--- src/hdl/pht_pkg.sv ---
`default_nettype none
package pht_pkg;
  localparam int Peers = 16;
  localparam int SlotW = $clog2(Peers);
  localparam int CntW = $clog2(Peers + 1);
  localparam int MaxResults = 16;

  localparam logic [3:0] FnAskInit   = 4'd0;
  localparam logic [3:0] FnRecInit   = 4'd1;
  localparam logic [3:0] FnRecResp   = 4'd2;
  localparam logic [3:0] FnRecOk     = 4'd3;
  localparam logic [3:0] FnRecFail   = 4'd4;
  localparam logic [3:0] FnAskAccept = 4'd5;
  localparam logic [3:0] FnDelay     = 4'd6;
  localparam logic [3:0] FnReset     = 4'd7;
  localparam logic [3:0] FnSweep     = 4'd8;
  localparam logic [3:0] FnPhase     = 4'd9;
  localparam logic [3:0] FnRetries   = 4'd10;
  localparam logic [3:0] FnClear     = 4'd11;

  localparam logic [1:0] PhInit = 2'd0;
  localparam logic [1:0] PhResp = 2'd1;
  localparam logic [1:0] PhOk   = 2'd2;
  localparam logic [1:0] PhFail = 2'd3;

  localparam logic [2:0] RegMyId    = 3'd0;
  localparam logic [2:0] RegTimeout = 3'd1;
  localparam logic [2:0] RegRetry   = 3'd2;
  localparam logic [2:0] RegGap     = 3'd3;
  localparam logic [2:0] RegMaxAtt  = 3'd4;
endpackage
`default_nettype wire

--- src/hdl/peer_handshake_tracker.sv ---
`default_nettype none
// A non-sweep beat scans every slot, then decides and writes the table in the done state,
// from which its result is registered. A sweep scans once per removed peer (at least once),
// gives one result per scan and marks only the final result with last_o.
// Throughput: one item at a time, set by the single shared compare unit stepping one slot
// per cycle; busy drops in the cycle the last result strobe is high. The receiver cannot stall.
// Reset clears all configuration to defaults and every valid bit; entry payload is not reset.
module peer_handshake_tracker (
  input  wire logic         clk_i,
  input  wire logic         rst_ni,
  input  wire logic         cfg_we_i,
  input  wire logic [2:0]   cfg_idx_i,
  input  wire logic [63:0]  cfg_data_i,
  input  wire logic         start,
  output logic              busy,
  input  wire logic [3:0]   func_i,
  input  wire logic [63:0]  peer_id_i,
  input  wire logic         force_if_stale_i,
  input  wire logic [31:0]  stale_limit_ms_i,
  input  wire logic [31:0]  now_ms_i,
  output logic              res_valid_o,
  output logic              answer_o,
  output logic [2:0]        phase_code_o,
  output logic [31:0]       delay_ms_o,
  output logic              no_retry_o,
  output logic signed [8:0] retry_count_o,
  output logic [63:0]       removed_peer_o,
  output logic              removed_valid_o,
  output logic              table_full_o,
  output logic              last_o
);
  import pht_pkg::*;

  localparam logic [1:0] StIdle = 2'd0;
  localparam logic [1:0] StScan = 2'd1;
  localparam logic [1:0] StDone = 2'd2;

  // configuration
  logic [63:0] my_id_q;
  logic [31:0] timeout_q, retry_wait_q, gap_q;
  logic [7:0]  max_att_q;

  // peer table: valid bits in flops, payload without reset
  logic [Peers-1:0] valid_q;
  logic [63:0] peer_q   [Peers];
  logic [1:0]  phase_q  [Peers];
  logic [31:0] time_q   [Peers];
  logic [7:0]  att_q    [Peers];
  logic        retry_q  [Peers];

  // captured item
  logic [3:0]  func_q;
  logic [63:0] id_q;
  logic        force_q;
  logic [31:0] limit_q, now_q;

  // sequencer
  logic [1:0]       st_q;
  logic [SlotW-1:0] idx_q;
  logic             hit_q, free_q, best_q;
  logic [SlotW-1:0] hit_slot_q, free_slot_q, best_slot_q;
  logic [CntW-1:0]  nres_q;
  // stale entries seen in this pass: at least one, at least two
  logic             stale_any_q, stale_more_q;

  // shared per-slot unit: one compare/subtract against the slot under idx_q
  logic [31:0] slot_age;
  logic        slot_match, slot_stale, slot_better;
  always_comb begin
    slot_age    = now_q - time_q[idx_q];
    slot_match  = valid_q[idx_q] && (peer_q[idx_q] == id_q);
    slot_stale  = valid_q[idx_q] && (phase_q[idx_q] == PhInit || phase_q[idx_q] == PhResp)
                  && (slot_age > limit_q);
    slot_better = !best_q || (peer_q[idx_q] < peer_q[best_slot_q]);
  end

  // entry view of the hit slot for the decide cycle
  logic [1:0]  h_ph;
  logic [7:0]  h_att;
  logic        h_rt;
  logic [31:0] h_age;
  always_comb begin
    h_ph  = hit_q ? phase_q[hit_slot_q] : PhInit;
    h_att = hit_q ? att_q[hit_slot_q] : 8'd0;
    h_rt  = retry_q[hit_slot_q];
    h_age = now_q - time_q[hit_slot_q];
  end

  logic             rec_op;
  logic             can_put;
  logic [SlotW-1:0] put_slot;
  logic [1:0]       put_ph;
  logic [7:0]       put_att;
  logic             put_rt;
  logic             ans;
  logic [31:0]      dly;
  logic             nr;
  always_comb begin
    rec_op   = (func_q == FnRecInit) || (func_q == FnRecResp) ||
               (func_q == FnRecOk) || (func_q == FnRecFail);
    can_put  = hit_q || free_q;
    put_slot = hit_q ? hit_slot_q : free_slot_q;
    put_ph   = PhInit;
    put_att  = 8'd0;
    put_rt   = 1'b0;
    case (func_q)
      FnRecInit: put_att = (h_att == 8'hFF) ? 8'hFF : h_att + 8'd1;
      FnRecResp: put_ph = PhResp;
      FnRecOk:   put_ph = PhOk;
      FnRecFail: begin
        put_ph  = PhFail;
        put_att = h_att;
        put_rt  = h_att < max_att_q;
      end
      default: put_ph = PhInit;
    endcase
    // ask_init and ask_accept decision
    ans = 1'b1;
    if (func_q == FnAskAccept) begin
      ans = !(hit_q && h_ph == PhOk);
    end else if (hit_q && (h_ph == PhInit || h_ph == PhResp)) begin
      ans = force_q && h_ph == PhInit && h_age > timeout_q;
    end else if (!(my_id_q < id_q)) begin
      ans = 1'b0;
    end else if (hit_q && h_ph == PhFail) begin
      ans = h_rt && !(h_age < retry_wait_q);
    end
    dly = 32'd0;
    nr  = 1'b0;
    if (hit_q && h_ph == PhFail) begin
      if (!h_rt) begin
        dly = 32'hFFFF_FFFF;
        nr  = 1'b1;
      end else if (h_age < retry_wait_q) begin
        dly = retry_wait_q - h_age;
      end
    end else if (hit_q && h_ph == PhInit && h_age < gap_q) begin
      dly = gap_q - h_age;
    end
  end

  assign busy = (st_q != StIdle);

  always_ff @(posedge clk_i or negedge rst_ni) begin
    if (!rst_ni) begin
      my_id_q      <= 64'd0;
      timeout_q    <= 32'd5000;
      retry_wait_q <= 32'd1000;
      gap_q        <= 32'd1000;
      max_att_q    <= 8'd3;
      valid_q      <= '0;
      st_q         <= StIdle;
      idx_q        <= '0;
      hit_q        <= 1'b0;
      free_q       <= 1'b0;
      best_q       <= 1'b0;
      stale_any_q  <= 1'b0;
      stale_more_q <= 1'b0;
      nres_q       <= '0;
      res_valid_o  <= 1'b0;
    end else begin
      res_valid_o <= 1'b0;
      if (cfg_we_i) begin
        unique case (cfg_idx_i)
          RegMyId:    my_id_q <= cfg_data_i;
          RegTimeout: timeout_q <= cfg_data_i[31:0];
          RegRetry:   retry_wait_q <= cfg_data_i[31:0];
          RegGap:     gap_q <= cfg_data_i[31:0];
          RegMaxAtt:  max_att_q <= cfg_data_i[7:0];
          default: ;
        endcase
      end
      unique case (st_q)
        StIdle: begin
          if (start) begin
            func_q       <= func_i;
            id_q         <= peer_id_i;
            force_q      <= force_if_stale_i;
            limit_q      <= stale_limit_ms_i;
            now_q        <= now_ms_i;
            idx_q        <= '0;
            hit_q        <= 1'b0;
            free_q       <= 1'b0;
            best_q       <= 1'b0;
            stale_any_q  <= 1'b0;
            stale_more_q <= 1'b0;
            nres_q       <= '0;
            st_q         <= StScan;
          end
        end
        StScan: begin
          // advance one slot per cycle through the shared unit
          if (slot_match && !hit_q) begin
            hit_q      <= 1'b1;
            hit_slot_q <= idx_q;
          end
          if (!valid_q[idx_q] && !free_q) begin
            free_q      <= 1'b1;
            free_slot_q <= idx_q;
          end
          if (slot_stale && slot_better) begin
            best_q      <= 1'b1;
            best_slot_q <= idx_q;
          end
          if (slot_stale) begin
            stale_any_q <= 1'b1;
            if (stale_any_q) stale_more_q <= 1'b1;
          end
          idx_q <= idx_q + 1'b1;
          if (idx_q == SlotW'(Peers - 1)) st_q <= StDone;
        end
        StDone: begin
          answer_o        <= 1'b0;
          phase_code_o    <= 3'd0;
          delay_ms_o      <= 32'd0;
          no_retry_o      <= 1'b0;
          retry_count_o   <= 9'sd0;
          removed_peer_o  <= 64'd0;
          removed_valid_o <= 1'b0;
          table_full_o    <= 1'b0;
          last_o          <= 1'b1;
          res_valid_o     <= 1'b1;
          st_q            <= StIdle;
          case (func_q)
            FnAskInit, FnAskAccept: answer_o <= ans;
            FnDelay: begin
              delay_ms_o <= dly;
              no_retry_o <= nr;
            end
            FnReset: if (hit_q) valid_q[hit_slot_q] <= 1'b0;
            FnPhase: phase_code_o <= hit_q ? {1'b0, h_ph} + 3'd1 : 3'd0;
            FnRetries: retry_count_o <= hit_q ? $signed({1'b0, h_att} - 9'd1) : 9'sd0;
            FnClear: valid_q <= '0;
            FnSweep: begin
              if (best_q) begin
                // drop the lowest stale peer
                valid_q[best_slot_q] <= 1'b0;
                removed_peer_o  <= peer_q[best_slot_q];
                removed_valid_o <= 1'b1;
                nres_q          <= nres_q + 1'b1;
                // another stale peer is left and MaxResults is not reached: hold off last and rescan for it
                if (stale_more_q && nres_q != CntW'(MaxResults - 1)) begin
                  last_o       <= 1'b0;
                  st_q         <= StScan;
                  idx_q        <= '0;
                  best_q       <= 1'b0;
                  stale_any_q  <= 1'b0;
                  stale_more_q <= 1'b0;
                end
              end
            end
            default: ;
          endcase
          if (rec_op) begin
            if (can_put) begin
              valid_q[put_slot]  <= 1'b1;
              peer_q[put_slot]   <= id_q;
              phase_q[put_slot]  <= put_ph;
              time_q[put_slot]   <= now_q;
              att_q[put_slot]    <= put_att;
              retry_q[put_slot]  <= put_rt;
            end else begin
              table_full_o <= 1'b1;
            end
          end
        end
        default: st_q <= StIdle;
      endcase
    end
  end
endmodule
`default_nettype wire

--- config.mk ---
export PLATFORM = sky130hd
export DESIGN_NAME = peer_handshake_tracker
export DESIGN_NICKNAME = d
export VERILOG_FILES = /design/src/hdl/pht_pkg.sv /design/src/hdl/peer_handshake_tracker.sv
export SDC_FILE = /design/constraint.sdc
export NUM_CORES = 2
export LEC_CHECK = 0
export BUFFER_PORTS_ARGS = -buffer_cell sky130_fd_sc_hd__buf_2
export CORE_ASPECT_RATIO = 0.5
export CORE_MARGIN = 4
export CORE_UTILIZATION = 61
export CTS_CLUSTER_DIAMETER = 150
export DETAILED_ROUTE_END_ITERATION = 8
export PLACE_DENSITY = 0.88
export SETUP_SLACK_MARGIN = 0.4
export SLEW_MARGIN = 30
export SYNTH_ARGS = -nofsm -noshare
export SYNTH_HDL_FRONTEND = slang
export SYNTH_SLANG_ARGS = --single-unit
--- constraint.sdc ---
create_clock -name clk_i -period 10.6 [get_ports clk_i]
set_input_delay 1.06 -clock clk_i [delete_from_list [all_inputs] [get_ports clk_i]]
set_output_delay 1.06 -clock clk_i [all_outputs]
set_load 0.005 [all_outputs]
==> key figures <==
Critical path
  – Crit path largest cell delay: approximately 0.73 ns
  – Worst Setup End Kind: flip-flop
  – Critical path's slowest cell: dfxtp_4
  – Crit path DAT: about 9.6 ns
  – CP max FO: 84
  – Worst Setup Start Kind: flip-flop
  – Flop-to-flop setup slack: approximately 1.7 ns
  – Worst endpoint required time: between 10 and 15 ns
  – Crit Path Class: flip-flop to flip-flop
  – Worst path cell trace: buf_4 > buf_12 > mux4_2 > mux4_2 > inv_1 > ha_1 > a221oi_1 > o31ai_1 > and3_1 > a221o_1 > o41ai_1 > o211a_1 > nor3_1 > a21o_1 > a21o_1 > xor2_1 > inv_1 > ha_1 > and4_1 > nand4_1 > o211ai_1 > nand2_1 > buf_4 > o32ai_1

Synth
  – Largest area contributor in the synthesized netlist: edfxtp_1
  – EDFF count, synth: approximately 2000
  – Post-Syn Nets: between 6000 and 7000
  – Flops & latches, synth: 2179
  – Sequential-to-total area share from yosys stat: about three fifths
  – Fraction of registers with async set/reset: under 10%
  – Synth cell types: 77
  – Most numerous cell in the Yosys netlist: edfxtp_1
  – Top cell type's share of synthesized area: between 50% and 60%
  – Ys flop type: edfxtp_1
  – Ranking of synthesized cells by area: edfxtp_1 (56%), mux4_2 (22%), dfrtp_1 (4.3%), ha_1 (3.9%), mux2_2 (1.5%)
  – Syn Inst Count: ~6000
  – Post-Synthesis Cell Area: about 110000 µm²
  – Synth top cells by count: edfxtp_1 (1970), mux4_2 (1023), inv_1 (353)
  – YS warnings: 0
  – Post-Syn Area per Cell: between 15 and 20 µm²

Global route
  – Gr busiest metal: met2
  – Largest net degree at the start of global routing: 166
  – Total grt overflow: 0
  – Met2 GRT Util: about 58%
  – Initial antenna violation count: 28
  – Global Route Usage Sum: a little under two fifths
  – First-pass GRT wire length: 482 mm
  – GR Util met3: 12.3%
  – Vias in the first global route: just under 70000
  – Met1 usage: between 40% and 50%

Clocking
  – H-tree levels: 4
  – Post-CTS setup buffers: 0
  – Total CTS buffers: 192
  – CTS Sinks: approximately 2200
  – Reg clk slew, reported paths: roughly 0.070 ns
  – Insertion delay to the later sink of the worst-skew pair: 0.88 ns
  – TritonCTS clock tree: done
  – Post_cts resized: 0
  – CTS max path bufs: 4
  – Cts hold-fix bufs: 0
  – Root Buffer: clkbuf_16

Timing
  – Max transition margin: between 20% and 30%
  – Slew Limit Fails: 0
  – Setup TNS: 0 ns
  – Final setup fails: 0
  – Worst-Margin Slew: 1.13 ns
  – Post-route minimum period: 8.92 ns
  – Final hold vios: 0
  – Final period util: ~84%
  – Max Clk Rate: roughly 0.11 GHz
  – Clock skew: around 0.074 ns
  – RSZ-0062 raised after global routing: no

Worst hold path
  – Hold WC Path Type: input pin to asynchronous set/reset pin

Drt
  – DRT Pass-1 Iters: 8
  – Iter 0 DRT Violations: about 13000
  – Via density: 7.73
  – Final WL: about 340 mm
  – DRC: 0
  – Wire length per cell: about 39 µm
  – Via count: 67600
  – Routed Antenna Nets: 0

Finish
  – Fraction of final layout cells sized beyond drive strength 1: between 30% and 40%
  – Total Nets Final: 6833
  – Final Non-Filler Cells: between 8000 and 9000
  – Filler cells: a little under 10000
  – Area growth, synth to finish: 10.5%

Pwr
  – Peak VDD IR: roughly 130 µV
  – Net Sw Frac: between 20% and 30%
  – Pint: about 16000 µW
  – Power per cell area: approximately 200 nW/µm²
  – Leak: between 0.04 and 0.05 µW
  – Combinational share of power: a little under a quarter
  – NetSw: around 6700 µW
  – Clock power frac: roughly 32%
  – Sequential share of power: 44.2%

Place
  – GP Congestion: 0.968
  – I/O Buffers: 318
  – Post-DP HPWL: between 150 and 200 mm
  – Cell count after placement: ~8400

Job
  – Number of max-cap violations: 0

Floorplan
  – # rows: 107
  – Chip width: just under 600 µm
  – Die height: slightly above 300 µm
  – Core area: 171000 µm²
  – Die area: around 180000 µm²
  – Initial core utilization: roughly 60%
  – Top-Level Pins: between 300 and 400

Status
  – Outcome: complete, no violations
[critical path: cells and delay by family, from the launching register on]
kind | cells | cell delay (ns)
AO/OA/AOI/OAI | 9 | 2.98
XOR/XNOR | 1 | 0.30
adder cells (fa/ha/maj) | 2 | 0.67
buffers and inverters | 5 | 1.67
flip-flops | 1 | 0.73
multiplexers | 2 | 1.08
AND/OR/NAND/NOR | 5 | 1.23
[final timing paths]
path / to / depth (start not counted)
setup / recovery: delay_ms_o[18] / 24
hold reg to reg: valid_q[1] / 2
min in group clk_i: id_q[58] / 1
hold / removal: my_id_q[45] / 1
setup reg to reg: delay_ms_o[18] / 24
max in group asynchronous: idx_q[0] / 3
[power by group through the flow]
stage | clock [µW] | sequential, µW | combinational (µW)
2_1_floorplan | 0 | 9990 | 3740
3_3_place_gp | 0 | 10100 | 4840
3_5_place_dp | 0 | 10200 | 5050
4_1_cts | 7250 | 10000 | 5220
5_1_grt | 7660 | 10000 | 5670
6_report | 7270 | 10000 | 5380
[cells in the final DEF, fill, tap and decap left out, types with 111 or more instances in the layout]
| master | netlist | routed |
|---|---|---|
| nor2_1 | 225 | 203 |
| mux2_2 | 140 | 140 |
| nand2_1 | 173 | 172 |
| clkbuf_16 | 0 | 199 |
| a21o_1 | 111 | 111 |
| edfxtp_1 | 1970 | 1970 |
| inv_1 | 353 | 353 |
| buf_2 | 50 | 317 |
| a21oi_1 | 164 | 162 |
| xnor2_1 | 120 | 120 |
| mux4_2 | 1023 | 1023 |
| o21ai_0 | 193 | 189 |
| ha_1 | 331 | 331 |
| dfrtp_1 | 182 | 178 |
[through the flow]
stage | total power, µW | hold WS, ns | utilization (%) | setup slack, ns | instance area (µm²)
after global routing | 23400 | 0.0965 | 68.2 | 1.23 | 117000
after detailed placement | 15200 | 0.472 | 64.3 | 1.91 | 110000
after CTS | 22500 | 0.0760 | 68.0 | 1.85 | 116000
final | 22700 | 0.0944 | 68.2 | 1.68 | 117000
after floorplan | 13700 | 0.443 | - | 2.37 | 105000
after global placement | 15000 | 0.463 | 64.2 | 1.87 | 110000
[final cells by class]
type,count,area [µm²],share of cell area [%]
Sequential cell,2179,64400,55.3
Multi-Input combinational cell,3128,38700,33.2
Clock buffer,238,5200,4.46
Timing Repair Buffer,439,2930,2.51
Tap cell,2289,2860,2.46
Inverter,354,1330,1.14
Clock inverter,102,1050,0.904
Antenna cell,13,32.5,0.0279
[metal layers]
metal  part of all wire [%]  vias to the layer above
met5                  0.035                        -
met4                    8.1                       20
met3                     15                     1822
met2                     46                     7307
met1                     31                    33300
li1                       -                    25100
[kinds of logic after synthesis]
logic type,Yosys count,share of synthesized area [%]
AOI/OAI and AO/OA,706,4.28
xor gates and xnor gates,163,1.35
adders and majority gates,335,4.00
buffers and inverters,647,2.45
DFF,2179,61.1
muxes,1167,23.4
and+or+nand+nor,757,3.47
[registers in the layout (all words and copies together), names as in the netlist, 5 cells and up, named ones only]
name            cells
my_id_q            64
nres_q              5
phase_q            32
removed_peer_o     64
limit_q            32
delay_ms_o         32
time_q            512
gap_q              32
retry_q            16
valid_q            16
timeout_q          32
peer_q           1024
retry_count_o       9
att_q             128
retry_wait_q       32
id_q               64
max_att_q           8
now_q              32
No activity file was read; power rests on OpenSTA's default activity.
